File: config.mk
export PLATFORM = sky130hd
export DESIGN_NAME = lor_fifo
export DESIGN_NICKNAME = d
export VERILOG_FILES = /design/src/hw/rtl/lor_pkg.sv /design/src/hw/rtl/lor_fifo.sv
export SDC_FILE = /design/constraint.sdc
export NUM_CORES = 1
export LEC_CHECK = 0
export ABC_CLOCK_PERIOD_IN_PS = 2800
export BUFFER_PORTS_ARGS = -buffer_cell sky130_fd_sc_hd__buf_2
export CAP_MARGIN = 20
export CELL_PAD_IN_SITES_DETAIL_PLACEMENT = 1
export CELL_PAD_IN_SITES_GLOBAL_PLACEMENT = 1
export CORE_MARGIN = 2
export CORE_UTILIZATION = 35
export CTS_CLUSTER_DIAMETER = 80
export DETAILED_ROUTE_END_ITERATION = 10
export PLACE_DENSITY_LB_ADDON = 0.1
export SLEW_MARGIN = 10
export SYNTH_ARGS = -nofsm -noshare
export SYNTH_HDL_FRONTEND = slang
export SYNTH_SLANG_ARGS = --single-unit
File: constraint.sdc
create_clock -name i_clk -period 2.8 [get_ports i_clk]
set_input_delay 0.42 -clock i_clk [delete_from_list [all_inputs] [get_ports i_clk]]
set_output_delay 0.42 -clock i_clk [all_outputs]
set_load 0.005 [all_outputs]
File: src/hw/rtl/lor_pkg.sv
// Shared constants and types for the largest ones rectangle block.
`timescale 1ns / 1ps
package lor_pkg;
    localparam int MAX_COLS_DEF = 256;
    localparam int MAX_ROWS_DEF = 256;
    localparam int DIM_W        = 9;
    localparam int RUN_W        = 9;
    localparam int AREA_W       = 17;
    localparam logic [RUN_W-1:0]  RUN_MAX  = '1;
    localparam logic [AREA_W-1:0] AREA_MAX = '1;
    localparam logic CFG_WIDTH  = 1'b0;
    localparam logic CFG_HEIGHT = 1'b1;

    // word passed from front to back: pixel, row/frame end marks, clamped column
    typedef struct packed {
        logic             pixel;
        logic             row_end;
        logic             frame_end;
        logic [DIM_W-1:0] col;
    } t_cmd;
endpackage

File: src/hw/rtl/lor_fifo.sv
// Short queue between front and back.
`timescale 1ns / 1ps
module lor_fifo (
    input  logic          i_clk,
    input  logic          i_rst_n,
    input  logic          i_valid,
    output logic          o_ready,
    input  lor_pkg::t_cmd i_data,
    output logic          o_valid,
    input  logic          i_ready,
    output lor_pkg::t_cmd o_data
);
    lor_pkg::t_cmd r_mem [4];
    logic [1:0] r_wp, r_rp;
    logic [2:0] r_cnt;
    logic       wr, rd;

    assign o_ready = r_cnt != 3'd4;
    assign o_valid = r_cnt != 3'd0;
    assign o_data  = r_mem[r_rp];
    assign wr = i_valid && o_ready;
    assign rd = o_valid && i_ready;

    always_ff @(posedge i_clk) begin
        if (wr) r_mem[r_wp] <= i_data;
        if (!i_rst_n) begin
            r_wp <= '0;
            r_rp <= '0;
            r_cnt <= '0;
        end else begin
            if (wr) r_wp <= r_wp + 2'd1;
            if (rd) r_rp <= r_rp + 2'd1;
            r_cnt <= r_cnt + 3'(wr) - 3'(rd);
        end
    end
endmodule

==> flow_metrics.env, run 1 <==
export IMPL_initial_core_util=0.355
export IMPL_final_fill_count=629
export IMPL_synth_simple_area_share=0.0417
export IMPL_wl_per_cell_microns=16.9
export IMPL_track_usage=0.127
export IMPL_finalSetupViolCount=0
export IMPL_grt_pass1_wl_mm=6.33
export IMPL_fmax_mhz=410
export IMPL_dpl_hpwl_mm=2.53
export IMPL_clkLatencyLatePin_ns=0.33
export IMPL_cts_made_buffers=9
export IMPL_cpLargestDelayFamily="adder cells"
export IMPL_wl_met3_microns=180
export IMPL_cts_sinks=57
export IMPL_slew_limit_headroom=0.519
export IMPL_worst_ir_drop_vdd_uv=357
export IMPL_die_w_microns=83.6
export IMPL_crit_required_ns=3.03
export IMPL_drtPass1Iterations=4
export IMPL_synth_most_common_cell="edfxtp_1"
export IMPL_yosys_warnings=0
export IMPL_hold_viol=0
export IMPL_synth_area_mux_share=0.134
export IMPL_rsz0062_at_grt="no"
export IMPL_synthXorXnorAreaFrac=0.0158
export IMPL_grt_ovfl_total=0
export IMPL_p_leak_nw=0.918
export IMPL_vias=1077
export IMPL_gp_congestion=0.692
export IMPL_via_per_inst=4.68
export IMPL_r2r_start="r_cnt[1]"
export IMPL_r2r_end="r_cnt[2]"
export IMPL_io_buffers=29
export IMPL_crit_type="flip-flop to flip-flop"
export IMPL_maxCapViolations=0
export IMPL_wl_met2_mm=1.95
export IMPL_multi_input_area_sq_um=558
export IMPL_ant_nets=0
export IMPL_highest_signal_layer="met4"
export IMPL_dieArea_sq_um=6990
export IMPL_status="finished, final reports clean"
export IMPL_worstSetupStartpointType="flip-flop"
export IMPL_postSynthCellCount=110
export IMPL_synth_flop_cell="edfxtp_1"
export IMPL_synth_adder_area_share=0.0429
export IMPL_hold_start="i_data[11]"
export IMPL_fp_dieH_microns=83.6
export IMPL_min_to="r_mem[0][11]"
export IMPL_fin_skew_ns=0.00716
export IMPL_synth_cell_types=20
export IMPL_synth_enable_flop_cells=48
export IMPL_cp_slowest_cell="dfxtp_1"
export IMPL_ctsHoldBuffers=0
export IMPL_synthArstFlopShare=0
export IMPL_crit_top_cell="inv_1"
export IMPL_ff_latch_area_sq_um=1620
export IMPL_max_stage_delay_ns=0.48
export IMPL_cts_max_level=3
export IMPL_post_cts_setup_buffer_count=0
export IMPL_power_density_nw_per_um2=874
export IMPL_row_count=29
export IMPL_grt_pass1_vias=1196
export IMPL_fin_nets=171
export IMPL_ys_top_cells_by_area="edfxtp_1 (65%), mux4_2 (10%), dfxtp_1 (8.1%)"
export IMPL_arrival_ns=2.67
export IMPL_antenna_found_initial=0
export IMPL_hold_depth=1
export IMPL_finalPower_mw=2.28
export IMPL_clockRootBuffer="clkbuf_8"
export IMPL_yosysSeqAreaShare=0.731
export IMPL_worstRegToRegCells=11
export IMPL_fin_crit_sh=0.871
export IMPL_drcViolationCount=0
export IMPL_endpoint_kind="flip-flop"
export IMPL_dr_first_iter_drc_count=39
export IMPL_wirelength_mm=3.88
export IMPL_core_area_sq_um=6240
export IMPL_worstPathMaxFanout=7
export IMPL_synth_compound_area_frac=0.0169
export IMPL_period_needed_ns=2.44
export IMPL_hp_class="primary input to flip-flop"
export IMPL_syn_cell_area_sq_um=2220
export IMPL_syn_avg_cell_area_sq_um=20.2
export IMPL_synth_area_leader_cell="edfxtp_1"
export IMPL_n_antenna_cell=0
export IMPL_yosys_area_top_type_share=0.650
export IMPL_worst_pin_slew_ns=0.721
export IMPL_clk_path_buf_depth=2
export IMPL_ys_ff_latch=57
export IMPL_synth_nets=133
export IMPL_path_cells="nor2_1 > a21boi_2 > inv_1 > ha_1 > inv_1 > ha_1 > inv_1 > fa_1 > xnor2_1 > xnor2_1 > and2_1"
export IMPL_io_pins=30
export IMPL_crit_buf_inv=3
export IMPL_synth_top_family_by_area="multiplexers"
export IMPL_grt_start_max_net_pins=13
export IMPL_ctsResizeCount=0
export IMPL_setup_tns_final_ns=0
export IMPL_drt_met1_wl_mm=1.64
export IMPL_synthTopCellsByCount="edfxtp_1 (48), mux4_2 (10), dfxtp_1 (9)"
export IMPL_rrSetupSlack_ns=0.36
export IMPL_drv_slew=0
export IMPL_drive_above_1_share=0.359
export IMPL_clk_transition_reported_paths_ns=0.06
export IMPL_cts_tree="built"
export IMPL_area_growth_pct=17.6
## registers in the layout, summed over array words and instances (netlist names), named ones only
| signal | cells |
|---|---|
| r_rp | 2 |
| r_mem | 48 |
| r_cnt | 3 |
| r_wp | 2 |
## per-layer routing
metal | track usage | up-vias
met5 | 0 | -
met4 | 0.0748 | 0
met3 | 0.0495 | 10
met2 | 0.203 | 24
met1 | 0.143 | 541
li1 | - | 502
## kinds of logic (layout without fill, tap and decap cells)
logic type / after synthesis / after routing
simple gates: 17 / 17
compound gates: 3 / 3
xor+xnor: 4 / 4
flops: 57 / 57
mux: 14 / 14
fa+ha+maj: 7 / 7
buf+inv: 8 / 51
## placed cells by master (no fill, tap or decap), types with 2 or more instances in the layout
master	Yosys	final
and2_1	7	7
buf_2	1	29
clkbuf_1	1	5
clkbuf_8	0	10
dfxtp_1	9	9
edfxtp_1	48	48
ha_1	6	6
inv_1	5	5
mux2i_1	2	2
mux4_1	2	2
mux4_2	10	10
nand2_1	5	5
nor2b_1	3	3
xnor2_1	4	4
## area by class of cell
class,count,share of cell area
inverter,5,0.00719
tap,77,0.0369
timing repair buffer,30,0.0585
clock inverter,1,0.00192
multi-input combinational,45,0.214
sequential,57,0.622
clock buffer,15,0.0600
## how the worst max path moves through the flow
stage | startpoint | endpoint | slack [ns] | depth (start not counted)
floorplan | r_cnt[1] | r_cnt[2] | 0.58 | 11
global placement | r_cnt[1] | r_cnt[2] | 0.47 | 11
detailed placement | r_cnt[1] | r_cnt[2] | 0.36 | 11
CTS | r_cnt[1] | r_cnt[2] | 0.35 | 11
global route | r_cnt[1] | r_cnt[2] | 0.15 | 11
finish | r_cnt[1] | r_cnt[2] | 0.36 | 11
## power by group
group / leakage (nW) / switching, mW / total (mW) / internal [mW]
clock: 0.0817 / 0.289 / 0.635 / 0.345
sequential: 0.514 / 0.0786 / 1.12 / 1.04
combinational: 0.322 / 0.237 / 0.526 / 0.289
total: 0.918 / 0.605 / 2.28 / 1.68
## stage by stage
stage / area, sq um / util / instances / setup slack (ns) / hold slack (ns)
finish: 2610 / 0.418 / 230 / 0.360 / 0.302
global route: 2610 / 0.418 / 230 / 0.149 / 0.296
CTS: 2610 / 0.418 / 230 / 0.346 / 0.286
detailed placement: 2450 / 0.392 / 214 / 0.362 / 0.502
global placement: 2450 / 0.392 / 214 / 0.469 / 0.487
floorplan: 2220 / - / 110 / 0.581 / 0.468
No activity file was read; power rests on OpenSTA's default activity.
==> inputs of run 2 (changes only) <==
- PLACE_DENSITY: not set -> 0.56
- PLACE_DENSITY_LB_ADDON: 0.1 -> not set
==> run 2 against run 1 <==
Effect of this change: power is 12% higher; critical path depth stayed put; global-route usage is 0.38 points higher; highest routed layer unchanged; final area is 2.8% higher; via count is 0.28% higher; clock power is 42% higher; flip-flop and latch count stayed put.
==> flow_metrics.env, run 2 (synthesis results as in run 1) <==
export IMPL_cts_made_buffers=9
export IMPL_finalSetupViolCount=0
export IMPL_n_antenna_cell=0
export IMPL_largest_reg_flops=48
export IMPL_ant_nets=0
export IMPL_clockRootBuffer="clkbuf_8"
export IMPL_biggestRegsByFlops="r_mem (48), r_cnt (3)"
export IMPL_grt_ovfl_total=0
export IMPL_cts_max_level=3
export IMPL_hold_viol=0
export IMPL_cts_tree="built"
export IMPL_clk_path_buf_depth=2
export IMPL_drcViolationCount=0
export IMPL_r2r_start="r_cnt[1]"
export IMPL_fp_dieH_microns=83.6
export IMPL_area_growth_pct=20.9
export IMPL_final_fill_count=632
export IMPL_period_needed_ns=2.42
export IMPL_endpoint="r_cnt[2]"
export IMPL_multi_input_area_sq_um=558
export IMPL_dpl_cell_area_sq_um=2450
export IMPL_largest_register="r_mem"
export IMPL_rsz0062_at_grt="no"
export IMPL_p_leak_nw=0.950
export IMPL_dr_first_iter_drc_count=44
export IMPL_ctsResizeCount=0
export IMPL_post_route_cell_area_sq_um=2680
export IMPL_ctsHoldBuffers=0
export IMPL_ff_latch_area_sq_um=1620
export IMPL_io_buffers=29
export IMPL_worstSetupStartpointType="flip-flop"
export IMPL_r2r_end="r_cnt[2]"
export IMPL_hp_class="primary input to flip-flop"
export IMPL_grt_start_max_net_pins=13
export IMPL_setup_tns_final_ns=0
export IMPL_wirelength_mm=4.02
export IMPL_holdWs_ns=0.306
export IMPL_core_area_sq_um=6240
export IMPL_clkLatencyLatePin_ns=0.33
export IMPL_track_usage=0.130
export IMPL_rrSetupSlack_ns=0.38
export IMPL_worstRegToRegCells=11
export IMPL_postLayoutCoreUtil=0.430
export IMPL_cts_sinks=57
export IMPL_fin_skew_ns=0.00646
export IMPL_maxCapViolations=0
export IMPL_dpl_hpwl_mm=2.68
export IMPL_clk_transition_reported_paths_ns=0.07
export IMPL_drtPass1Iterations=4
export IMPL_vias=1080
export IMPL_hold_start="i_data[4]"
export IMPL_io_pins=30
export IMPL_slew_limit_headroom=0.522
export IMPL_fin_crit_sh=0.866
export IMPL_final_cell_mix="edfxtp_1 (48), buf_2 (29), mux4_2 (10)"
export IMPL_antenna_found_initial=0
export IMPL_row_count=29
export IMPL_grt_pass1_wl_mm=6.58
export IMPL_arrival_ns=2.65
export IMPL_worst_ir_drop_vdd_uv=338
export IMPL_worstPathMaxFanout=7
export IMPL_die_w_microns=83.6
export IMPL_fmax_mhz=413
export IMPL_startpoint="r_cnt[1]"
export IMPL_fin_nets=171
export IMPL_status="finished, final reports clean"
export IMPL_worst_pin_slew_ns=0.717
export IMPL_drive_above_1_share=0.379
export IMPL_drv_slew=0
export IMPL_initial_core_util=0.355
export IMPL_gp_congestion=0.688
export IMPL_crit_type="flip-flop to flip-flop"
export IMPL_endpoint_kind="flip-flop"
export IMPL_post_cts_setup_buffer_count=0
export IMPL_wl_per_cell_microns=17.5
export IMPL_grt_pass1_vias=1252
export IMPL_via_per_inst=4.70
export IMPL_dieArea_sq_um=6990
export IMPL_crit_required_ns=3.03
export IMPL_power_density_nw_per_um2=953
export IMPL_final_common_cell="edfxtp_1"
==> run 2: cell count changes in the layout (fill, tap and decap cells not counted), sizes merged <==
cell,delta
clkbuf,-5
clkinvlp,+1
bufinv,+3
clkinv,+1
==> run 2: layout make-up <==
class / instances / share of cell area
clock inverter: 6 / 0.0397
inverter: 5 / 0.00700
multi-input combinational: 45 / 0.208
sequential: 57 / 0.605
timing repair buffer: 30 / 0.0569
tap: 77 / 0.0359
clock buffer: 10 / 0.0476
==> run 2: how the worst min path moves through the flow <==
stage,end,slack [ns],cells past startpoint
2_1_floorplan,r_wp[1],0.47,2
3_3_place_gp,r_wp[0],0.48,2
3_5_place_dp,r_wp[0],0.53,2
4_1_cts,r_mem[2][9],0.29,1
5_1_grt,r_mem[0][4],0.29,1
6_report,r_mem[0][4],0.31,1
==> run 2: per-stage QoR <==
step	setup WS (ns)	power [mW]	instances
floorplan	0.581	1.49	110
global placement	0.473	1.66	214
detailed placement	0.347	1.69	214
CTS	0.342	2.61	230
global route	0.221	2.70	230
finish	0.376	2.55	230
==> run 2: power by group <==
part | leakage [nW] | internal [mW] | switching (mW)
combinational | 0.322 | 0.289 | 0.233
clock | 0.114 | 0.587 | 0.318
sequential | 0.514 | 1.04 | 0.0883
total | 0.950 | 1.92 | 0.638
==> run 2: per-layer routing <==
| metal | vias up | part of all wire | global-route usage |
|---|---|---|---|
| met5 | - | 0 | 0 |
| met4 | 0 | 0.019 | 0.0748 |
| met3 | 8 | 0.044 | 0.0445 |
| met2 | 23 | 0.54 | 0.210 |
| met1 | 548 | 0.40 | 0.152 |
| li1 | 501 | - | - |
==> run 2: worst max-delay path: stages (launching register included) <==
cell,delay [ns]
dfxtp_1,0.47
nor2_1,0.12
a21boi_2,0.30
inv_1,0.08
ha_1,0.29
inv_1,0.06
ha_1,0.14
inv_1,0.05
fa_1,0.37
xnor2_1,0.15
xnor2_1,0.13
and2_1,0.15
