## src/hw/rtl/lor_pkg.sv

```systemverilog
// Shared constants and types for the largest ones rectangle block.
`timescale 1ns / 1ps
package lor_pkg;
    localparam int MAX_COLS_DEF = 256;
    localparam int MAX_ROWS_DEF = 256;
    localparam int DIM_W        = 9;
    localparam int RUN_W        = 9;
    localparam int AREA_W       = 17;
    localparam logic [RUN_W-1:0]  RUN_MAX  = '1;
    localparam logic [AREA_W-1:0] AREA_MAX = '1;
    localparam logic CFG_WIDTH  = 1'b0;
    localparam logic CFG_HEIGHT = 1'b1;

    // word passed from front to back: pixel, row/frame end marks, clamped column
    typedef struct packed {
        logic             pixel;
        logic             row_end;
        logic             frame_end;
        logic [DIM_W-1:0] col;
    } t_cmd;
endpackage

```

## src/hw/rtl/lor_front.sv

```systemverilog
// Front end: accepts pixels, tracks column and row position, tags row and frame ends.
`timescale 1ns / 1ps
module lor_front #(
    parameter int MAX_COLS = lor_pkg::MAX_COLS_DEF,
    parameter int MAX_ROWS = lor_pkg::MAX_ROWS_DEF
) (
    input  logic                     i_clk,
    input  logic                     i_rst_n,
    input  logic [lor_pkg::DIM_W-1:0] i_width,
    input  logic [lor_pkg::DIM_W-1:0] i_height,
    input  logic                     i_valid,
    output logic                     o_ready,
    input  logic                     i_pixel,
    output logic                     o_valid,
    input  logic                     i_ready,
    output lor_pkg::t_cmd            o_cmd
);
    localparam int CW = (MAX_COLS > 1) ? $clog2(MAX_COLS) : 1;
    localparam int RW = (MAX_ROWS > 1) ? $clog2(MAX_ROWS) : 1;
    localparam int EW = 14;

    logic [CW-1:0] r_col, n_col;
    logic [RW-1:0] r_row, n_row;
    logic [EW-1:0] w_cl, h_cl, c_cl, col_e, row_e;
    logic          row_end, frame_end, fire;

    always_comb begin
        w_cl = EW'(i_width);
        h_cl = EW'(i_height);
        if (w_cl == '0) w_cl = EW'(1);
        if (w_cl > EW'(MAX_COLS)) w_cl = EW'(MAX_COLS);
        if (h_cl == '0) h_cl = EW'(1);
        if (h_cl > EW'(MAX_ROWS)) h_cl = EW'(MAX_ROWS);
        // a column past a shrunken width lands on the last column
        c_cl      = (EW'(r_col) < w_cl) ? EW'(r_col) : w_cl - EW'(1);
        col_e     = c_cl + EW'(1);
        row_e     = EW'(r_row) + EW'(1);
        row_end   = col_e >= w_cl;
        frame_end = row_end && (row_e >= h_cl);
        fire      = i_valid && o_ready;
        n_col = r_col;
        n_row = r_row;
        if (fire) begin
            if (row_end) begin
                n_col = '0;
                n_row = frame_end ? '0 : r_row + RW'(1);
            end else begin
                n_col = r_col + CW'(1);
            end
        end
    end

    assign o_ready = i_ready;
    assign o_valid = i_valid;
    assign o_cmd   = '{pixel: i_pixel, row_end: row_end, frame_end: frame_end,
                       col: lor_pkg::DIM_W'(c_cl)};

    always_ff @(posedge i_clk) begin
        if (!i_rst_n) begin
            r_col <= '0;
            r_row <= '0;
        end else begin
            r_col <= n_col;
            r_row <= n_row;
        end
    end
endmodule

```

## config.mk

```make
export PLATFORM = sky130hd
export DESIGN_NAME = lor_front
export DESIGN_NICKNAME = d
export VERILOG_FILES = /design/src/hw/rtl/lor_pkg.sv /design/src/hw/rtl/lor_front.sv
export SDC_FILE = /design/constraint.sdc
export NUM_CORES = 1
export LEC_CHECK = 0
export BUFFER_PORTS_ARGS = -buffer_cell sky130_fd_sc_hd__buf_2
export CAP_MARGIN = 20
export CORE_ASPECT_RATIO = 0.5
export CORE_UTILIZATION = 52
export CTS_BUF_LIST = sky130_fd_sc_hd__clkbuf_4 sky130_fd_sc_hd__clkbuf_8 sky130_fd_sc_hd__clkbuf_16
export CTS_CLUSTER_SIZE = 10
export DETAILED_ROUTE_END_ITERATION = 12
export GPL_TIMING_DRIVEN = 0
export PLACE_DENSITY = 0.88
export REMOVE_ABC_BUFFERS = 1
export SLEW_MARGIN = 20
export SYNTH_ARGS = -nofsm -noshare
export SYNTH_HDL_FRONTEND = slang
export SYNTH_SLANG_ARGS = --single-unit
```

## constraint.sdc

```tcl
create_clock -name i_clk -period 4.9 [get_ports i_clk]
set_clock_uncertainty 0.1 [all_clocks]
set_input_delay 0.49 -clock i_clk [delete_from_list [all_inputs] [get_ports i_clk]]
set_output_delay 0.49 -clock i_clk [all_outputs]
set_load 0.05 [all_outputs]
```

==> results of run 1 <==
-- sequential cells by signal (all words and copies together) (netlist names) --
register and cells:
r_row 8, r_col 8
-- logic make-up (layout without fill, tap and decap cells) --
logic type	after synthesis	after routing
fa+ha+maj	29	29
simple gates	128	128
compound gates	67	68
flops	16	16
xor+xnor	19	19
mux	5	5
buf+inv	35	69
-- cell usage after synthesis, types with 3 or more instances --
master / number
o32ai_1: 5
clkinv_1: 3
nor4_1: 7
inv_1: 8
and2_1: 3
or3_1: 6
nand2_1: 37
nor2_1: 22
o211ai_1: 5
ha_1: 29
xnor2_1: 9
dfxtp_1: 16
buf_4: 6
nor3b_1: 3
a221oi_1: 5
o2111ai_1: 3
and3_1: 4
a21oi_1: 17
o21ai_0: 6
clkbuf_1: 9
xor2_1: 10
a31oi_1: 3
o21a_1: 4
nor3_1: 3
nand2b_1: 7
nand4_1: 5
nand3_1: 16
buf_2: 6
mux2_2: 3
-- layer usage --
metal  wire (µm)  up-vias  global-route usage (%)
met5           0        -                       0
met4         573        0                   14.39
met3         761       66                   3.931
met2        3515      211                   49.64
met1        2892     1195                   34.89
li1            -     1173                       -
-- power by group through the flow --
stage / Clock (W) / Sequential, W / Combinational (W)
floorplan: 0 / 0.000137 / 0.0000960
global placement: 0 / 0.000138 / 0.000136
detailed placement: 0 / 0.000138 / 0.000143
CTS: 0.000121 / 0.000135 / 0.000164
global route: 0.000126 / 0.000136 / 0.000219
finish: 0.000119 / 0.000136 / 0.000210
-- worst min-delay path by stage --
stage | end | startpoint | slack, ns | cells after the start
6_report | r_row[1] | r_row[1] | 0.39 | 2
5_1_grt | r_row[7] | r_row[7] | 0.42 | 2
4_1_cts | r_row[1] | r_row[1] | 0.39 | 2
3_5_place_dp | r_row[1] | r_row[1] | 0.38 | 2
3_3_place_gp | r_row[1] | r_row[1] | 0.37 | 2
2_1_floorplan | r_row[1] | r_row[1] | 0.36 | 2
-- per-stage QoR --
stage | TNS, ns | instances
2_1_floorplan | -10.17 | 276
3_3_place_gp | -8.483 | 364
3_5_place_dp | -11.26 | 364
4_1_cts | 0 | 378
5_1_grt | -0.9231 | 388
6_report | -0.4911 | 388
-- tightest hold or removal path, cell delays in order (launching register included) --
cell and delay (ns):
dfxtp_1 0.32, nand2_1 0.06, mux2i_1 0.06
-- cell type report --
type / count / share of cell area [%]
inverters: 12 / 1.825
multi-input cells: 249 / 69.58
well taps: 54 / 2.347
flip-flops and latches: 16 / 11.17
clock buffers: 4 / 1.912
repair buffers: 53 / 13.17
-- placed cells by master, fill, tap and decap left out, types with 3 or more instances in the layout --
master,n
a21oi_1,12
a21oi_2,3
a221oi_1,5
a31oi_1,3
and2_1,3
and3_1,4
buf_2,29
buf_4,18
clkbuf_8,4
dfxtp_1,15
ha_1,23
ha_4,5
inv_1,8
mux2_2,3
nand2_1,33
nand2_2,4
nand2b_1,5
nand3_1,14
nand4_1,5
nor2_1,20
nor3_1,3
nor3b_1,3
nor4_1,7
o211ai_1,5
o21a_1,4
o21ai_0,6
o32ai_1,5
or3_1,5
xnor2_1,9
xor2_1,10
-- timing repair --
item                                   in CTS  in global routing
setup buffers                               9                  9
endpoints found under the hold margin       0                  0
resized for setup                          21                 35
pin swaps                                   5                 12
cloned                                      1                  1
setup endpoints to repair                  18                 11
==> reports/qor.yml, run 1 <==
status:
  violations: "negative setup slack"
  outcome: "finished with violations"
pwr:
  leakage_nw: 1.207
  switchingPower_w: 0.0001781
  share_seq_of_total_power_pct: 29.3
  power.density_nw_per_um2: 161.5
  p_comb_share_pct: 45.1
  swShare_pct: 38.29
  clockPowerShare_pct: 25.5
  ir_drop_uv: 97.93
  power.internal_w: 0.0002870
  total_power_w: 0.0004650
worst_setup_path:
  crit_family: "simple AND/OR/NAND/NOR gates"
  r2r_start: "r_col[3]"
  r2r_end: "r_col[0]"
  cp_data_arrival_time_ns: 4.51
  worstSetupEndpointType: "output pin"
  critPathCapture: "o_cmd[10]"
  critPathBufInv: 2
  reg2reg_setup_slack_ns: 0
  cp_common_cell: "ha_1"
  start_kind: "input pin"
  worstSetupPathType: "input pin to output pin"
  slowest_delay_ns: 0.37
  slowest_stage: "ha_1"
  cp.depth: 20
  reg2reg_depth: 20
  startpoint: "i_width[8]"
  required_ns: 4.31
  cp_cell_sequence: "buf_12 -> or2b_1 -> ha_1 -> nand4_1 -> or3_4 -> a211o_4 -> o21ai_4 -> nor2_4 -> a21oi_4 -> ha_4 -> nand3_4 -> nor3b_4 -> xor2_1 -> a21oi_1 -> ha_1 -> a2111oi_4 -> o21a_1 -> or2_4 -> nand2_2 -> buf_8"
  cp_max_fo: 5
grt:
  grt_usage_pct: 28.74
  grt_pass1_wl_um: 10540
  grt-ovfl-total: 0
  grt_max_degree: 22
  grt_pass1_vias: 2281
  antenna_found_initial: 0
layout:
  nets: 387
  post-route-util_pct: 71.55
  drive_gt1_share_pct: 31.44
  multi_input_area_um2: 2003
  seqCellArea_um2: 321.6
  fillCellCount: 275
  syn_to_final_growth_pct: 27.90
  n_antenna_cell: 0
  finalInstanceArea_um2: 2879
synthesis:
  yosysTopAreaCell: "ha_1"
  synth-simple-area-share_pct: 30.57
  syn-cell-area_um2: 2251
  syn_inst: 299
  synth_mux_area_share_pct: 2.390
  async_reset_ff_share_pct: 0
  synth_warnings: 0
  yosys.area_share.xor_xnor_pct: 7.393
  syn_area_per_cell_um2: 7.528
  ys_seq_area_share_pct: 14.23
  yosysTopAreaCellShare_pct: 16.12
  synthAdderAreaFrac_pct: 16.12
  synth_top_family_by_area: "simple AND/OR/NAND/NOR gates"
  synth_compound_area_share_pct: 22.01
  synth_edf_count: 0
  ys_top_cells_by_area: "ha_1 16%, dfxtp_1 14%, nand2_1 6.2%, xor2_1 3.9%, a21oi_1 3.8%"
  ys_types: 60
  synth-seq-cells: 16
  yosys_most_used_dff: "dfxtp_1"
floorplanning:
  start_util_pct: 55.94
  rows: 16
  core_um2: 4024
  die_h_um: 48.52
  die_x_um: 95.05
  die_area_um2: 4612
  io_pins: 37
detailed_routing:
  drtAntennaViolNets: 0
  dr.pass1.iters: 5
  drt_iter0_markers: 268
  wire_per_inst_um: 19.95
  vias: 2645
  vias_per_cell: 6.817
  post-route-drc-count: 0
  finalWirelength_um: 7742
sta:
  fin_hold_ws_ns: 0.3922
  finalCritPeriodShare_pct: 104.2
  fin_crit_ns: 5.104
  layout_setup_ws_ns: -0.2043
  setup_viol: 3
  max_freq_mhz: 195.9
  worst_slew_pin_slew_ns: 0.7313
  finalHoldViolCount: 0
  rsz0062_at_grt: "true"
  slew_violations: 0
  slew_headroom_pct: 51.25
clocking:
  htreeDepth: 1
  max-clock-path-buffers: 2
  path_clk_slew_ns: 0.06
  cts_hold_buffers: 0
  insertion_delay_ns: 0.25
  cts_tree: "built"
  cts_made_buffers: 3
  cts.sinks: 16
  cts_root_buffer: "clkbuf_8"
placed_design:
  port_buffers: 34
  dp_slack_ns: -1.021
  dpl-instance-area_um2: 2372
  gp_congestion: 0.9390
  dp_hpwl_um: 4403
hold_path:
  holdCritPathClass: "register to register"
run:
  maxCapViolations: 0
(Power assumes the default switching activity.)
==> inputs of run 2 (changes only) <==
- CTS_CLUSTER_SIZE: 10 -> 16
- RECOVER_POWER: default -> 100
- SKIP_CTS_REPAIR_TIMING: default -> 1
==> reports/qor.yml, run 2 (synthesis results as in run 1) <==
detailed_routing:
  drt-met1-wl_um: 2838  # -1.9%
  wire_per_inst_um: 19.73  # -1.1%
  vias: 2729  # +3.2%
  dr_wl_met2_um: 3538  # +0.65%
  post-route-drc-count: 0  # unchanged
  vias_per_cell: 6.926  # +1.6%
  dr.pass1.iters: 6  # +1
  finalWirelength_um: 7775  # +0.43%
  drt_iter0_markers: 284  # +6.0%
  wl_met3_um: 790  # +3.8%
  drtAntennaViolNets: 0  # unchanged
  top_layer: "met4"
sta:
  rsz0062_at_grt: "true"
  layout_setup_ws_ns: -0.3406  # -0.1363 ns
  fin_crit_ns: 5.241  # +0.1363 ns
  worst_slew_pin_slew_ns: 0.7348  # +0.003520 ns
  tns_ns: -0.6793  # -0.1883 ns
  finalCritPeriodShare_pct: 107.0  # +2.8 points
  slew_headroom_pct: 51.01  # -0.23 points
  slew_violations: 0  # unchanged
  setup_viol: 2  # -1
  fin_hold_ws_ns: 0.3927  # +0.0005390 ns
  finalHoldViolCount: 0  # unchanged
  max_freq_mhz: 190.8  # -2.6%
pwr:
  power.density_nw_per_um2: 160.8  # -0.45%
  leakage_nw: 1.177  # -2.4%
  ir_drop_uv: 96.11  # -1.9%
worst_setup_path:
  required_ns: 4.31  # about the same
  slowest_delay_ns: 0.40  # +0.03 ns
  slowest_stage: "or3_4"
  cp_data_arrival_time_ns: 4.65  # +0.14 ns
  worstSetupEndpointType: "output pin"
  cp_cell_sequence: "buf_12 -> or2b_1 -> ha_1 -> nand4_1 -> or3_4 -> a211o_4 -> o21ai_4 -> nor2_2 -> a21oi_2 -> ha_4 -> nand3_4 -> nor3b_4 -> xor2_1 -> a21oi_1 -> ha_1 -> a2111oi_4 -> o21a_1 -> or2_4 -> a21oi_2 -> buf_6"
  worstSetupPathType: "input pin to output pin"
  start_kind: "input pin"
  cp_max_fo: 7  # +2
run:
  maxCapViolations: 0  # unchanged
grt:
  grt_usage_pct: 24.94  # -3.8 points
  grt_pass1_wl_um: 9287  # -12%
  grt_pass1_vias: 2123  # -6.9%
  antenna_found_initial: 0  # unchanged
  grt-ovfl-total: 0  # unchanged
  grt_max_degree: 25  # +14%
clocking:
  htreeDepth: 1  # unchanged
  cts_tree: "built"
  max-clock-path-buffers: 2  # unchanged
  path_clk_slew_ns: 0.06  # about the same
  insertion_delay_ns: 0.25  # about the same
  cts_root_buffer: "clkbuf_8"
  cts_made_buffers: 3  # unchanged
  cts.sinks: 16  # unchanged
layout:
  n_antenna_cell: 0  # unchanged
  mostFrequentLayoutCells: "33 x nand2_1, 23 x buf_4, 22 x ha_1, 22 x buf_2, 19 x nor2_1"
  finalInstanceArea_um2: 2844  # -1.2%
  nets: 393  # +1.6%
  syn_to_final_growth_pct: 26.35
  reg.largest.list: "r_col (8), r_row (8)"
  drive_gt1_share_pct: 29.12  # -2.3 points
  final_common_cell: "nand2_1"
floorplanning:
  die_area_um2: 4612  # unchanged
  io_pins: 37  # unchanged
  start_util_pct: 55.94  # unchanged
  die_x_um: 95.05  # unchanged
  rows: 16  # unchanged
  die_h_um: 48.52  # unchanged
  core_um2: 4024  # unchanged
hold_path:
  holdCritPathClass: "register to register"
status:
  outcome: "finished with violations"
  violations: "negative setup slack"
placed_design:
  dp_slack_ns: -1.021  # unchanged
  dp_hpwl_um: 4403  # unchanged
  dpl-instance-area_um2: 2372  # unchanged
  gp_congestion: 0.9390  # unchanged
  port_buffers: 34  # unchanged
[run 2: changes by cell type in the layout (fill, tap and decap cells not counted), sizes merged]
| cell | change |
|---|---|
| clkinv | -1 |
| or2 | +1 |
| buf | -2 |
| clkbuf | +7 |
| clkinvlp | +1 |
[run 2: worst paths after layout]
kind                    to  cells after the start        from  slack, ns
setup / recovery  o_cmd[9]                     20  i_width[8]      -0.34
hold / removal    r_row[1]                      2    r_row[1]       0.39
setup reg to reg  r_col[0]                     18    r_col[3]       0.10
hold reg to reg   r_row[1]                      2    r_row[1]       0.39
[run 2: where the power goes]
part	switching, W	internal, W	leakage, nW
clock	0.0000477	0.0000714	0.0288
sequential	0.00000435	0.000132	0.129
combinational	0.000122	0.0000804	1.02
[run 2: area by class of cell]
cell class	count	area, µm²
Clock buffer	4	55.05
Fill cell	278	1180
Inverter	12	51.30
Multi-Input combinational cell	250	1969
Sequential cell	16	320.3
Tap cell	54	67.56
Timing Repair Buffer	58	380.4
[run 2: critical path, delay by kind of cell]
family / cells / cell delay (ns)
AOI/OAI and AO/OA: 7 / 1.42
and+or+nand+nor: 7 / 1.40
adders and majority gates: 3 / 0.89
buffers and inverters: 2 / 0.27
xor gates and xnor gates: 1 / 0.19
[run 2: stage by stage]
stage | power (W) | util (%) | cells
after floorplan | 0.0002328 | - | 276
after global placement | 0.0002739 | 58.96 | 364
after detailed placement | 0.0002812 | 58.96 | 364
after CTS | 0.0003994 | 60.32 | 368
after global routing | 0.0004763 | 70.68 | 394
final | 0.0004573 | 70.68 | 394
[run 2: metal layers]
metal / vias to the layer above / track usage [%]
li1: 1187 / -
met2: 239 / 44.36
met1: 1220 / 30.98
met3: 83 / 2.044
met5: - / 0
met4: 0 / 10.10
